## config.mk

```make
export PLATFORM = sky130hd
export DESIGN_NAME = tafs_norm
export DESIGN_NICKNAME = d
export VERILOG_FILES = /design/src/tafs_pkg.sv /design/src/tafs_norm.sv
export SDC_FILE = /design/constraint.sdc
export NUM_CORES = 2
export LEC_CHECK = 0
export BUFFER_PORTS_ARGS = -buffer_cell sky130_fd_sc_hd__buf_2
export CORE_MARGIN = 2
export CORE_UTILIZATION = 30
export DETAILED_ROUTE_END_ITERATION = 12
export GPL_TIMING_DRIVEN = 0
export PLACE_DENSITY = 0.44
export SLEW_MARGIN = 10
export SYNTH_ARGS = -nofsm -noshare
export SYNTH_HDL_FRONTEND = slang
export SYNTH_SLANG_ARGS = --single-unit
```

## constraint.sdc

```tcl
create_clock -name clk -period 17.32 [get_ports clk]
set_clock_uncertainty 0.1 [all_clocks]
set_input_delay 2.598 -clock clk [delete_from_list [all_inputs] [get_ports clk]]
set_output_delay 2.598 -clock clk [all_outputs]
set_load 0.01 [all_outputs]
```

## src/tafs_pkg.sv

```systemverilog
// ----------------------------------------------------------------------------
// tafs_pkg: shared types and constants for the triangle angle pipeline
// Widths of the normalised radicand, root, CORDIC datapath and the arctangent
// table used by every stage of the block.
// ----------------------------------------------------------------------------
package tafs_pkg;

  // default field formats
  localparam int SIDE_WIDTH_DEF = 16;
  localparam int ANGLE_FRAC_DEF = 8;

  // square root datapath: radicand normalised to 120 bits, 60-bit root
  localparam int NORM_BITS = 120;
  localparam int ROOT_BITS = 60;
  localparam int REM_BITS  = 62;

  // CORDIC datapath, angles in radians with 30 fraction bits
  localparam int CORDIC_STEPS = 31;
  localparam int XY_BITS      = 64;
  localparam int Z_BITS       = 34;
  localparam int DEG_BITS     = 64;

  // twice 180/pi with 24 fraction bits (half angle doubled on the way out)
  localparam logic [30:0] DEG_PER_RAD_X2 = 31'd1922527338;

  // stage counts of the sub-blocks
  localparam int NORM_LAT   = 5;
  localparam int CORDIC_LAT = CORDIC_STEPS + 2;

  // control word that travels alongside each request
  typedef struct packed {
    logic vld;
    logic ok;
  } tafs_ctl_t;

  // atan(2^-i), radians, 30 fraction bits, rounded to nearest
  function automatic logic [Z_BITS-1:0] atan_q30(input logic [4:0] idx);
    logic [Z_BITS-1:0] val;
    case (idx)
      5'd0:  val = 34'd843314857;
      5'd1:  val = 34'd497837829;
      5'd2:  val = 34'd263043837;
      5'd3:  val = 34'd133525159;
      5'd4:  val = 34'd67021687;
      5'd5:  val = 34'd33543516;
      5'd6:  val = 34'd16775851;
      5'd7:  val = 34'd8388437;
      5'd8:  val = 34'd4194283;
      5'd9:  val = 34'd2097149;
      5'd10: val = 34'd1048576;
      5'd11: val = 34'd524288;
      5'd12: val = 34'd262144;
      5'd13: val = 34'd131072;
      5'd14: val = 34'd65536;
      5'd15: val = 34'd32768;
      5'd16: val = 34'd16384;
      5'd17: val = 34'd8192;
      5'd18: val = 34'd4096;
      5'd19: val = 34'd2048;
      5'd20: val = 34'd1024;
      5'd21: val = 34'd512;
      5'd22: val = 34'd256;
      5'd23: val = 34'd128;
      5'd24: val = 34'd64;
      5'd25: val = 34'd32;
      5'd26: val = 34'd16;
      5'd27: val = 34'd8;
      5'd28: val = 34'd4;
      5'd29: val = 34'd2;
      5'd30: val = 34'd1;
      default: val = '0;
    endcase
    return val;
  endfunction

endpackage

```

## src/tafs_norm.sv

```systemverilog
// ----------------------------------------------------------------------------
// tafs_norm: product and normalisation stages
// Forms the two exact products of one half-angle pair in split partial
// products, finds their common bit length and shifts both left by an even
// amount so the larger one fills the top two bits of the radicand.
// ----------------------------------------------------------------------------
module tafs_norm #(
  parameter int SIDE_WIDTH = tafs_pkg::SIDE_WIDTH_DEF
) (
  input  logic                             clk,
  input  logic                             rst_n,
  input  tafs_pkg::tafs_ctl_t              in_ctl,
  input  logic [SIDE_WIDTH+1:0]            in_sum,
  input  logic [SIDE_WIDTH:0]              in_q_opp,
  input  logic [SIDE_WIDTH:0]              in_q_u0,
  input  logic [SIDE_WIDTH:0]              in_q_u1,
  output tafs_pkg::tafs_ctl_t              out_ctl,
  output logic [tafs_pkg::NORM_BITS-1:0]   out_u,
  output logic [tafs_pkg::NORM_BITS-1:0]   out_v
);
  import tafs_pkg::*;

  localparam int OW   = SIDE_WIDTH + 2;
  localparam int LW   = OW / 2;
  localparam int HW   = OW - LW;
  localparam int PW   = 2 * OW;
  localparam int NCH  = (PW + 7) / 8;
  localparam int PADW = NCH * 8;
  localparam int CW   = $clog2(NCH);
  localparam int LMW  = $clog2(PW + 1);
  localparam int SHW  = $clog2(NORM_BITS + 1);

  logic [OW-1:0]    opa_u, opb_u, opa_v, opb_v;
  logic [LW+OW-1:0] ulo_nxt, vlo_nxt, ulo_r, vlo_r;
  logic [HW+OW-1:0] uhi_nxt, vhi_nxt, uhi_r, vhi_r;
  logic [PW-1:0]    u2_r, v2_r, u3_r, v3_r, u4_r, v4_r;
  logic [PADW-1:0]  or_pad;
  logic [PADW-1:0]  or3_r;
  logic [NCH-1:0]   flag_nxt, flag3_r;
  logic [CW-1:0]    top_idx;
  logic [7:0]       top_byte;
  logic [2:0]       top_pos;
  logic             found;
  logic [LMW-1:0]   lm_nxt, lm4_r;
  logic [SHW-1:0]   sh;
  logic [NORM_BITS-1:0] u_nxt, v_nxt, u5_r, v5_r;
  tafs_ctl_t        ctl1_r, ctl2_r, ctl3_r, ctl4_r, ctl5_r;

  // split one operand of each product into two halves
  assign opa_v = in_sum;
  assign opb_v = OW'(in_q_opp);
  assign opa_u = OW'(in_q_u0);
  assign opb_u = OW'(in_q_u1);

  assign ulo_nxt = (LW+OW)'(opa_u[LW-1:0]) * (LW+OW)'(opb_u);
  assign vlo_nxt = (LW+OW)'(opa_v[LW-1:0]) * (LW+OW)'(opb_v);
  assign uhi_nxt = (HW+OW)'(opa_u[OW-1:LW]) * (HW+OW)'(opb_u);
  assign vhi_nxt = (HW+OW)'(opa_v[OW-1:LW]) * (HW+OW)'(opb_v);

  // flag each byte of the combined products that holds a set bit
  assign or_pad = PADW'(u2_r | v2_r);
  always_comb begin
    for (int k = 0; k < NCH; k++) begin
      flag_nxt[k] = |or_pad[k*8 +: 8];
    end
  end

  // locate the highest set bit: top byte first, then bit within it
  always_comb begin
    top_idx = '0;
    found   = 1'b0;
    top_pos = '0;
    for (int k = 0; k < NCH; k++) begin
      if (flag3_r[k]) begin
        top_idx = CW'(k);
        found   = 1'b1;
      end
    end
    top_byte = or3_r[top_idx*8 +: 8];
    for (int b = 0; b < 8; b++) begin
      if (top_byte[b]) begin
        top_pos = 3'(b);
      end
    end
    if (found) begin
      lm_nxt = LMW'({top_idx, top_pos}) + LMW'(1);
    end else begin
      lm_nxt = '0;
    end
  end

  // shift by an even amount so the top bit lands in bit 119 or 118
  assign sh    = (SHW'(NORM_BITS) - SHW'(lm4_r)) & ~SHW'(1);
  assign u_nxt = NORM_BITS'(u4_r) << sh;
  assign v_nxt = NORM_BITS'(v4_r) << sh;

  // advance control through the five stages
  always_ff @(posedge clk) begin
    if (!rst_n) begin
      ctl1_r <= '0;
      ctl2_r <= '0;
      ctl3_r <= '0;
      ctl4_r <= '0;
      ctl5_r <= '0;
    end else begin
      ctl1_r <= in_ctl;
      ctl2_r <= ctl1_r;
      ctl3_r <= ctl2_r;
      ctl4_r <= ctl3_r;
      ctl5_r <= ctl4_r;
    end
  end

  // advance the data
  always_ff @(posedge clk) begin
    ulo_r   <= ulo_nxt;
    uhi_r   <= uhi_nxt;
    vlo_r   <= vlo_nxt;
    vhi_r   <= vhi_nxt;
    u2_r    <= PW'(ulo_r) + (PW'(uhi_r) << LW);
    v2_r    <= PW'(vlo_r) + (PW'(vhi_r) << LW);
    u3_r    <= u2_r;
    v3_r    <= v2_r;
    or3_r   <= or_pad;
    flag3_r <= flag_nxt;
    u4_r    <= u3_r;
    v4_r    <= v3_r;
    lm4_r   <= lm_nxt;
    u5_r    <= u_nxt;
    v5_r    <= v_nxt;
  end

  assign out_ctl = ctl5_r;
  assign out_u   = u5_r;
  assign out_v   = v5_r;

`ifndef SYNTH
  // a valid triangle always leaves the larger radicand in the top bit pair
  a_norm_top: assert property (@(posedge clk) disable iff (!rst_n)
    (out_ctl.vld && out_ctl.ok) |->
      (out_u[NORM_BITS-1:NORM_BITS-2] != 2'b00 ||
       out_v[NORM_BITS-1:NORM_BITS-2] != 2'b00))
    else $error("normalised radicand not aligned");
`endif

endmodule

```

# == After elaboration in Yosys (flattened, before gate mapping) ==
# Index checks and enable logic that the tools add are counted.
# op_classes
bitwise_logic,1
n_mul,4
mux,16
n_reduce_logical,5
eq_ne,0
n_shift,3
magnitude_cmp,0
addsub,4
div,0
# ops
cell,n
$shl 36x7->120,2
$mul 9x17->26,3
$reduce_or 8->1,5
$shiftx 40x7->8,1
$add 26x35->36,1
$or 36x36->36,1
$add 26x34->35,1
$mux 3,9
$mul 8x17->25,1
$mux 1,7
$sub 7x6->7 const A,1
$add 6x1->6 const B,1
# word_totals
mem_bits_ro,0
register_bits,616
mem_bits_rw,0
mem_count,0
in_bits,73
latch_bits,0
elab_cells,58

# == Depth between registers and ports, before layout ==
# depth
ltp_word,13
ltp_mapped,22
depth_no_buf,20

# == Worst setup path after synthesis ==
# No wires, ideal clock.
# synth_path
path_kind,in2reg
from,input port in_sum[0]
to,register vlo_r[24]
setup_time_ns,0.072
path_buffers,2
arrival_time_ns,7.117
setup_slack_ns,10.031
cell_stages,18
cell_sequence,clkbuf_1 -> clkbuf_1 -> nand2_1 -> fa_1 -> inv_1 -> fa_1 -> fa_1 -> fa_1 -> ha_1 -> o21a_1 -> o31a_1 -> o41a_1 -> o21a_1 -> o311a_1 -> o2111ai_2 -> a21boi_1 -> o22ai_2 -> xnor2_1
# synth_via
elab_chain_len,1
# synth_lines
element,line,source
from (decl),tafs_norm.sv:13,"input logic [SIDE_WIDTH+1:0] in_sum,"
$mul 9x17->26,tafs_norm.sv:56,assign vlo_nxt = (LW+OW)'(opa_v[LW-1:0]) * (LW+OW)'(opb_v);
named net vlo_nxt[24],tafs_norm.sv:34,"logic [LW+OW-1:0] ulo_nxt, vlo_nxt, ulo_r, vlo_r;"
to (signal assigned),tafs_norm.sv:118,vlo_r <= vlo_nxt;
to (decl),tafs_norm.sv:34,
# The timed path passes the listed nets, and every way through them passes these cells.
# A chain may end at the register's enable or synchronous reset.

# == Worst setup path in the final report ==
# layout_path
from,input port in_q_u0[1]
to,register ulo_r[25]
# layout_via
elab_chain_len,1
# layout_lines
element,line,source
from (decl),tafs_norm.sv:15,"input logic [SIDE_WIDTH:0] in_q_u0,"
$mul 9x17->26,tafs_norm.sv:55,assign ulo_nxt = (LW+OW)'(opa_u[LW-1:0]) * (LW+OW)'(opb_u);
named net ulo_nxt[25],tafs_norm.sv:34,
to (signal assigned),tafs_norm.sv:116,ulo_r <= ulo_nxt;
to (decl),tafs_norm.sv:34,
# The timed path passes the listed nets, and every way through them passes these cells.

==> out/metrics.cfg <==
[status]
status=completed

[routing]
via_per_inst=4.61
routed_wl_mm=119
drt_iter0_drc=1616
antenna_left=0
wl_met2_mm=56.5
via_count=27700
top_layer_used=met4
wl_per_cell_um=19.8
wl_met3_mm=5.44
dr.pass1.iters=5
wl_met1_mm=53.5
drcViolationCount=0

[die]
row_count=130
die_w_um=360
core_um2=126000
dieArea_um2=130000
io_pins=315
start_util_pct=30.2
die_h_um=360

[place]
placed_area_um2=41700
hpwl_mm=97.4
io_buffers=305
dp.cells=5886
gp_congestion=0.923

[global_route]
grt_pass1_wl_mm=180
grt_pass1_vias=28600
overflow=0
globalRouteTotalUtil_pct=18.2
grt_max_degree=16
antenna_found_initial=2

[timing]
setup_viol=0
fmax_mhz=123
fin_crit_sh_pct=47.0
maxSlewViolCount=0
whs_ps=210
finalHoldViolCount=0
relSlewSlack_pct=29.7
fin_crit_ps=8130
rsz0062_at_grt=false
setup_tns_ps=0
worst_pin_slew_ps=1020

[clock_tree]
numCtsBuffers=66
htreeDepth=3
clock_latency_ps=600
clk_path_buf_depth=3
cts_setup_buffers=0
root_buffer=clkbuf_16
clkTransAtPathRegs_ps=50
postCtsResizedCells=0
cts_tree=done
cts_sinks=607
cts-hold-fix-buffers=0

[cells_and_area]
n_antenna_cell=0
syn2layout_area_growth_pct=15.8
drive_gt1_share_pct=11.4
ff_latch_area_um2=12200
design_area_um2=44000
fin_nets=5006
multiInputGateArea_um2=23400
final_cells=6002
final.fill_count=13000

[critical_path]
arrival_ps=8530
criticalPathCategory=input port to register
cp.required_ps=17710
ff2ff_setup_slack_ps=13400
start_kind=input port
crit_start=in_q_u0[1]
endpoint_kind=register
cp_max_fo=10
reg2reg_from=lm4_r[0]

[synth]
synthFlopType=dfxtp_1
yosysWarnings=0
synth_edf_count=0
synth_cells=3892
yosys.area_share.simple_pct=15.9
yosys.cell_types.count=74
ys_ff_latch=607
synth_compound_area_share_pct=7.63
ys_seq_area_share_pct=32.0
yosys.area.top_type_share_pct=32.0
synth_mux_area_share_pct=5.95
synth_area_leaders=dfxtp_1 (32%), fa_1 (22%), ha_1 (7.2%)
synth.avg_cell_area_um2=9.76
synth-adder-area-share_pct=28.8
synth_area_um2=38000
synthArstFlopShare_pct=0
synth_area_leader_cell=dfxtp_1
synth_top_family_by_area=adder cells
synth_xor_area_share_pct=3.04

[power_and_ir_drop]
p_leak_nw=21.3
peakVddDrop_mv=0.107
power_mw=9.50
power_density_nw_per_um2=216

[worst_hold_path]
min_from=u3_r[4]
hp-class=register to register

[run]
maxCapViolations=0

routing by layer:
layer	up-vias	global-route usage [%]
met5	-	0
met4	0	5.04
met3	132	2.41
met2	758	31.1
met1	13600	24.0
li1	13200	-
cells in the mapped netlist (3+ instances only):
cell / instances
nand3b_1: 7
nand3_1: 36
o41a_1: 3
nand4_1: 7
a31oi_1: 11
nor2_1: 260
a211oi_1: 12
or3_1: 14
or4_1: 8
nor3b_1: 5
o21ai_1: 3
ha_1: 219
o211ai_1: 5
inv_1: 507
a22oi_1: 15
buf_1: 11
o21a_1: 19
a31o_2: 3
and4_1: 4
o21ai_0: 78
o21bai_1: 13
and3_1: 33
xnor2_1: 96
clkbuf_1: 124
and2_1: 414
mux2i_1: 217
nand2_1: 303
a22o_1: 23
nand2b_1: 23
o22ai_1: 31
a21o_1: 32
dfxtp_1: 607
a211o_1: 6
o22a_1: 21
mux2_2: 8
nor2b_1: 17
or2_2: 34
buf_2: 25
o31a_1: 3
a32oi_1: 7
xor2_1: 32
a21oi_1: 121
nor3_1: 26
fa_1: 410
o31ai_1: 4
placed cells by master (no fill, tap or decap), types with 26 or more instances in the layout:
master,instances
dfxtp_1,607
inv_1,507
and2_1,414
fa_1,410
buf_2,330
nand2_1,303
nor2_1,260
ha_1,219
mux2i_1,217
clkbuf_1,131
a21oi_1,121
xnor2_1,96
o21ai_0,78
clkbuf_16,67
conb_1,40
nand3_1,36
or2_2,34
and3_1,33
xor2_1,32
a21o_1,32
o22ai_1,31
nor3_1,26
path summary, 6_finish.rpt:
check / cells after the start / end
hold reg to reg: 0 / u4_r[4]
setup reg to reg: 11 / out_u[93]
hold / removal: 0 / u4_r[4]
setup / recovery: 20 / ulo_r[25]
through the flow:
step | utilization [%] | worst slack (ps)
2_1_floorplan | - | 10030
3_3_place_gp | 33.2 | 8550
3_5_place_dp | 33.2 | 8610
4_1_cts | 35.0 | 9210
5_1_grt | 35.0 | 8800
6_report | 35.0 | 9190
cell type report:
type	instances	share of cell area, %
inverters	508	4.33
well taps	1650	4.69
clock inverters	32	0.992
clock buffers	84	4.18
repair buffers	305	3.47
plain buffers	162	1.47
multi-input cells	2654	53.3
flip-flops and latches	607	27.6
sequential cells by signal, summed over array words and instances (netlist names), 31 cells and up:
name   count
or3_r     31
u3_r      35
v2_r      36
out_v    120
u4_r      35
v3_r      35
v4_r      36
out_u    120
u2_r      35
power by group:
part	internal (mW)	leakage [nW]	switching, mW
logic	2.20	15.2	3.60
clock network	0.879	1.11	0.577
registers	1.97	5.06	0.275
total	5.05	21.3	4.45
critical path, cell delays in order:
cell and delay (ps):
clkbuf_1 580, clkbuf_1 680, nand2_1 160, fa_1 530
inv_1 50, fa_1 490, inv_1 50, fa_1 490
fa_1 530, inv_1 50, ha_1 330, o21ai_1 100
nand2b_1 90, a21oi_1 80, a211oi_1 470, a221o_1 340
a211oi_1 130, o41ai_1 420, a21oi_1 140, xnor2_1 200
cell families (layout without fill, tap and decap cells):
family          after synthesis  in the layout
simple gates               1194           1194
buf+inv                     670           1091
fa+ha+maj                   629            629
flops                       607            607
compound gates              436            436
mux                         225            225
xor+xnor                    130            130
other cells                   1             40
Note: power is estimated with default switching activity, not from simulation.
